===== src/hw/rtl/vmd_pkg.sv =====
package vmd_pkg;

	// Field and register widths
	localparam int PIX_W     = 8;
	localparam int CFG_W     = 12;
	localparam int ROW_W     = 12;
	localparam int CFG_IDX_W = 1;

	// Default line store depth in bytes
	localparam int MAX_ROW_BYTES_DEF = 2048;

	// Register indexes on the configuration port
	localparam logic [CFG_IDX_W-1:0] CFG_ROW_BYTES  = 1'd0;
	localparam logic [CFG_IDX_W-1:0] CFG_FRAME_ROWS = 1'd1;

	// Register reset values and lower limits
	localparam logic [CFG_W-1:0] ROW_BYTES_RESET  = 12'd1440;
	localparam logic [CFG_W-1:0] FRAME_ROWS_RESET = 12'd576;
	localparam logic [CFG_W-1:0] ROW_BYTES_MIN    = 12'd2;
	localparam logic [CFG_W-1:0] FRAME_ROWS_MIN   = 12'd3;

	// Results caused by one input byte: the byte one row up, then the
	// frame's closing byte on the last input of a frame
	typedef struct packed {
		logic             has_main;
		logic [PIX_W-1:0] main_byte;
		logic             has_last;
		logic [PIX_W-1:0] last_byte;
	} vmd_pair_t;

	// Median of three unsigned bytes
	function automatic logic [PIX_W-1:0] median3(
		input logic [PIX_W-1:0] a,
		input logic [PIX_W-1:0] b,
		input logic [PIX_W-1:0] c
	);
		logic [PIX_W-1:0] lo;
		logic [PIX_W-1:0] hi;
		logic [PIX_W-1:0] m;
		lo = (a < b) ? a : b;
		hi = (a < b) ? b : a;
		if (c <= lo) m = lo;
		else if (c >= hi) m = hi;
		else m = c;
		return m;
	endfunction

endpackage


===== src/hw/rtl/vmd_result_if.sv =====
interface vmd_result_if;
	logic                      valid;
	logic                      ready;
	logic [vmd_pkg::PIX_W-1:0] out_byte;
	logic                      frame_end;
	logic                      run_last;

	modport source (output valid, output out_byte, output frame_end, output run_last,
		input ready);
	modport sink   (input valid, input out_byte, input frame_end, input run_last,
		output ready);
endinterface


===== src/hw/rtl/vmd_out_stage.sv =====
module vmd_out_stage (
	input  logic                clk,
	input  logic                arst_n,
	input  logic                load_valid,
	input  vmd_pkg::vmd_pair_t  load_pair,
	output logic                load_ready,
	vmd_result_if.source        results
);

	logic               valid_q;
	logic               first_done_q;
	vmd_pkg::vmd_pair_t pair_q;

	logic cur_is_main;
	logic fire;
	logic finishing;
	logic load;
	logic load_any;

	// Pick the pending result: main byte first, then the closing byte
	always_comb begin
		cur_is_main = pair_q.has_main && !first_done_q;
		fire        = valid_q && results.ready;
		finishing   = fire && (!cur_is_main || !pair_q.has_last);
		load_ready  = !valid_q || finishing;
		load        = load_valid && load_ready;
		load_any    = load_pair.has_main || load_pair.has_last;
	end

	assign results.valid     = valid_q;
	assign results.out_byte  = cur_is_main ? pair_q.main_byte : pair_q.last_byte;
	assign results.frame_end = !cur_is_main;
	assign results.run_last  = !cur_is_main || !pair_q.has_last;

	// Hold the pair until every result in it has been transferred
	always_ff @(posedge clk or negedge arst_n) begin
		if (!arst_n) begin
			valid_q      <= 1'b0;
			first_done_q <= 1'b0;
		end else if (load) begin
			valid_q      <= load_any;
			first_done_q <= 1'b0;
		end else if (finishing) begin
			valid_q      <= 1'b0;
		end else if (fire) begin
			first_done_q <= 1'b1;
		end
	end

	always_ff @(posedge clk) begin
		if (load) pair_q <= load_pair;
	end

endmodule


===== src/flat_wrapper.sv =====
// flat-port wrapper written by rule: the top's interface ports become plain ports
module vmd_out_stage_flat 
  (clk, arst_n, load_valid, load_pair, load_ready, results_valid, results_out_byte, results_frame_end, results_run_last, results_ready);
  vmd_result_if results_i ();
  input  logic clk;
  input  logic arst_n;
  input  logic load_valid;
  input  vmd_pkg::vmd_pair_t load_pair;
  output logic load_ready;
  output wire logic [$bits(results_i.valid)-1:0] results_valid;
  output wire logic [$bits(results_i.out_byte)-1:0] results_out_byte;
  output wire logic [$bits(results_i.frame_end)-1:0] results_frame_end;
  output wire logic [$bits(results_i.run_last)-1:0] results_run_last;
  input wire logic [$bits(results_i.ready)-1:0] results_ready;
  assign results_valid = results_i.valid;
  assign results_out_byte = results_i.out_byte;
  assign results_frame_end = results_i.frame_end;
  assign results_run_last = results_i.run_last;
  assign results_i.ready = results_ready;
  vmd_out_stage u_core (.clk(clk), .arst_n(arst_n), .load_valid(load_valid), .load_pair(load_pair), .load_ready(load_ready), .results(results_i));
endmodule

===== config.mk =====
export PLATFORM = sky130hd
export DESIGN_NAME = vmd_out_stage_flat
export DESIGN_NICKNAME = d
export VERILOG_FILES = /design/src/hw/rtl/vmd_pkg.sv /design/src/hw/rtl/vmd_result_if.sv /design/src/hw/rtl/vmd_out_stage.sv /design/src/flat_wrapper.sv
export SDC_FILE = /design/constraint.sdc
export NUM_CORES = 1
export LEC_CHECK = 0
export ABC_AREA = 1
export BUFFER_PORTS_ARGS = -buffer_cell sky130_fd_sc_hd__buf_4
export CAP_MARGIN = 10
export CORE_ASPECT_RATIO = 1.2
export CORE_MARGIN = 5
export CORE_UTILIZATION = 37
export CTS_BUF_LIST = sky130_fd_sc_hd__clkbuf_2 sky130_fd_sc_hd__clkbuf_4 sky130_fd_sc_hd__clkbuf_8
export CTS_CLUSTER_SIZE = 14
export DETAILED_ROUTE_END_ITERATION = 6
export PLACE_DENSITY = 0.63
export SKIP_CTS_REPAIR_TIMING = 1
export SYNTH_ARGS = -nofsm -noshare
export SYNTH_HDL_FRONTEND = slang
export SYNTH_SLANG_ARGS = --single-unit

===== constraint.sdc =====
create_clock -name clk -period 1.4 [get_ports clk]
set_input_delay 0.14 -clock clk [delete_from_list [all_inputs] [get_ports clk]]
set_output_delay 0.14 -clock clk [all_outputs]
set_load 0.01 [all_outputs]

==> run_results.csv <==
group,metric,value,unit
die,rows,18,
grt,grt_start_max_net_pins,19,
worst_setup_path,endpoint,"load_ready",
grt,grt_pass1_vias,590,
cells_and_area,fin_cells,150,
sta,skew,0.00882,ns
synthesis,syn_area,785,um^2
synthesis,synth_cells,64,
clock_tree,cts_tree,"built",
synthesis,synth_adder_area_share,0,
die,ios,34,
cells_and_area,areaGrowthSynthToFinish,68.9,%
worst_setup_path,slowest_stage,"dfrtp_1",
drt,drt_iter0_drc,17,
grt,grtUsageTotal,0.103,
grt,antenna_found_initial,0,
sta,rsz0062_at_grt,"yes",
placement,dp_hpwl,1130,um
synthesis,synth-seq-cells,20,
worst_setup_path,crit_type,"reg2out",
clock_tree,numClockSinks,20,
cells_and_area,layout.cell_area.non_filler,1330,um^2
clock_tree,h-tree-depth,1,
sta,finalCritPeriodShare,1.02,
synthesis,synth_warnings,0,
placement,gp_congestion,0.745,
worst_setup_path,critPathArrivalTime,1.29,ns
drt,drc_errors,0,
die,die_x,52.0,um
synthesis,yosysSeqAreaShare,0.753,
sta,timing.fmax,699,MHz
worst_setup_path,r2r_slack,0.01,ns
worst_setup_path,regToRegStartpoint,"u_core.pair_q[17]",
sta,fin_tns_setup,-0.0792,ns
placement,portBuffers,33,
drt,routed_wl,1770,um
placement,dp_cells,130,
drt,avgViaCountPerCell,4.37,
worst_setup_path,worstSetupPathDepth,6,
synthesis,synthesis.nets,86,
worst_setup_path,cp_num_buf_inv,3,
synthesis,synth_compound_area_frac,0.0175,
worst_setup_path,cp_top_family,"flip-flops",
clock_tree,root_buffer,"clkbuf_4",
worst_setup_path,max_stage_delay,0.43,ns
synthesis,synthMuxAreaShare,0,
worst_setup_path,r2r_end,"u_core.pair_q[9]",
synthesis,synth_cell_type_count,12,
sta,setup_slack,-0.0314,ns
run_status,status,"finished, violations left",
sta,finalSetupViolCount,5,
worst_setup_path,cp.required,1.26,ns
drt,dr.pass1.iters,4,
power_and_ir_drop,power_density,1030,nW/um^2
drt,vias,656,
drt,final_antenna_net_count,0,
worst_setup_path,start_kind,"register",
worst_setup_path,reg2reg_depth,7,
cells_and_area,fin_nets,143,
sta,period_needed,1.43,ns
die,core_area,2050,um^2
worst_setup_path,worstPathMaxFanout,5,
worst_setup_path,path_cells,"buf_6, inv_6, nand2_4, nor2_4, o21ai_2, buf_4",
clock_tree,cts_inserted_buffers,3,
synthesis,synth_top_family_by_area,"simple AND/OR/NAND/NOR gates",
clock_tree,clock_latency,0.29,ns
die,die_area,3150,um^2
job,drv_cap,0,
grt,globalRoute.totalOverflow,0,
drt,post_drt_wl_per_cell,11.8,um
power_and_ir_drop,ir_drop,0.000747,V
cells_and_area,layout-drive-gt1-share,0.475,
synthesis,yosys.area_share.simple,0.196,
clock_tree,clk_path_buf_depth,2,
grt,grt_first_pass_wirelength,2350,um
die,die_h,60.4,um
worst_hold_path,hold_class,"in2reg",
placement,placed_area,1100,um^2
power_and_ir_drop,finalPower,1370,uW
worst_setup_path,endpoint_kind,"output pin",
synthesis,syn_area_per_cell,12.3,um^2
run_status,violations,"setup timing",
synthesis,synth-xor-area-share,0,
sta,worst_pin_slew,0.180,ns
power_and_ir_drop,p_leak,0.000602,uW
sta,slew_violations,0,
sta,final_hold_viol_count,0,
clock_tree,clk_pin_slew,0.11,ns
sta,relSlewSlack,0.880,
worst_setup_path,worstSetupStartpoint,"u_core.first_done_q",
cells_and_area,n_antenna_cell,0,
die,start_util,0.383,
## placed cells by master (no fill, tap or decap), types with 2 or more instances in the layout
master / instances
buf_4: 36
nand2_1: 26
edfxtp_1: 18
dlygate4sd3_1: 10
inv_1: 4
clkbuf_4: 4
buf_6: 4
nand2_2: 3
nand2_4: 2
nor2_4: 2
dfrtp_1: 2
## worst reg2reg max path, stage by stage (launching register included)
cell        delay (ns)
edfxtp_1          0.44
inv_2             0.06
nor2_4            0.12
buf_4             0.13
nand3_2           0.07
nand2_2           0.09
clkinvlp_4        0.10
buf_12            0.16
## cell usage after synthesis (all sizes together)
cell type | n | area, um^2
dfrtp | 2 | 50.1
edfxtp | 18 | 541
inv | 7 | 26.3
nand2 | 30 | 115
nand3 | 2 | 15.0
nand4 | 1 | 6.26
nor2 | 2 | 17.5
o21ai | 2 | 13.8
## final cells by class
| cell class | instances | area, um^2 |
|---|---|---|
| Clock buffer | 4 | 30.0 |
| Multi-Input combinational cell | 38 | 196 |
| Fill cell | 151 | 724 |
| Tap cell | 30 | 37.5 |
| Sequential cell | 20 | 591 |
| Timing Repair Buffer | 51 | 435 |
| Inverter | 7 | 35.0 |
## kinds of logic (layout without fill, tap and decap cells)
logic type             count (synthesis)  after routing
buffers and inverters                  7             62
flip-flops                            20             20
AND/OR/NAND/NOR                       35             36
AO/OA/AOI/OAI                          2              2
## how the worst min path moves through the flow
| stage | startpoint | to | slack [ns] | cells past startpoint |
|---|---|---|---|---|
| finish | load_pair[7] | u_core.pair_q[7] | 0.01 | 1 |
| global route | load_pair[7] | u_core.pair_q[7] | 0.0007 | 1 |
| CTS | arst_n | u_core.results.valid | -0.39 | 1 |
| detailed placement | arst_n | u_core.results.valid | -0.07 | 1 |
| global placement | arst_n | u_core.results.valid | -0.07 | 1 |
| floorplan | arst_n | u_core.first_done_q | -0.16 | 0 |
## stage by stage
step	util	worst slack [ns]	hold WS [ns]
after floorplan	-	0.0175	-0.156
after global placement	0.535	0.0260	-0.0749
after detailed placement	0.535	-0.0337	-0.0740
after CTS	0.549	-0.150	-0.393
after global routing	0.647	-0.107	0.000658
final	0.647	-0.0314	0.0143
## layer usage
layer / up-vias / GRT usage / share of wire
met5: - / 0 / 0
met4: 0 / 0.0674 / 0.017
met3: 4 / 0.0246 / 0.071
met2: 27 / 0.185 / 0.55
met1: 301 / 0.108 / 0.36
li1: 324 / - / -
## report_power, final
group | switching, uW | internal (uW)
Combinational | 160 | 192
Sequential | 20.5 | 703
Clock | 159 | 130
Total | 340 | 1030
## flip-flops by register name, indices dropped and copies added (netlist names)
signal,flops
u_core.pair_q,18
u_core.results.valid,1
u_core.first_done_q,1
No activity file was read; power rests on OpenSTA's default activity.
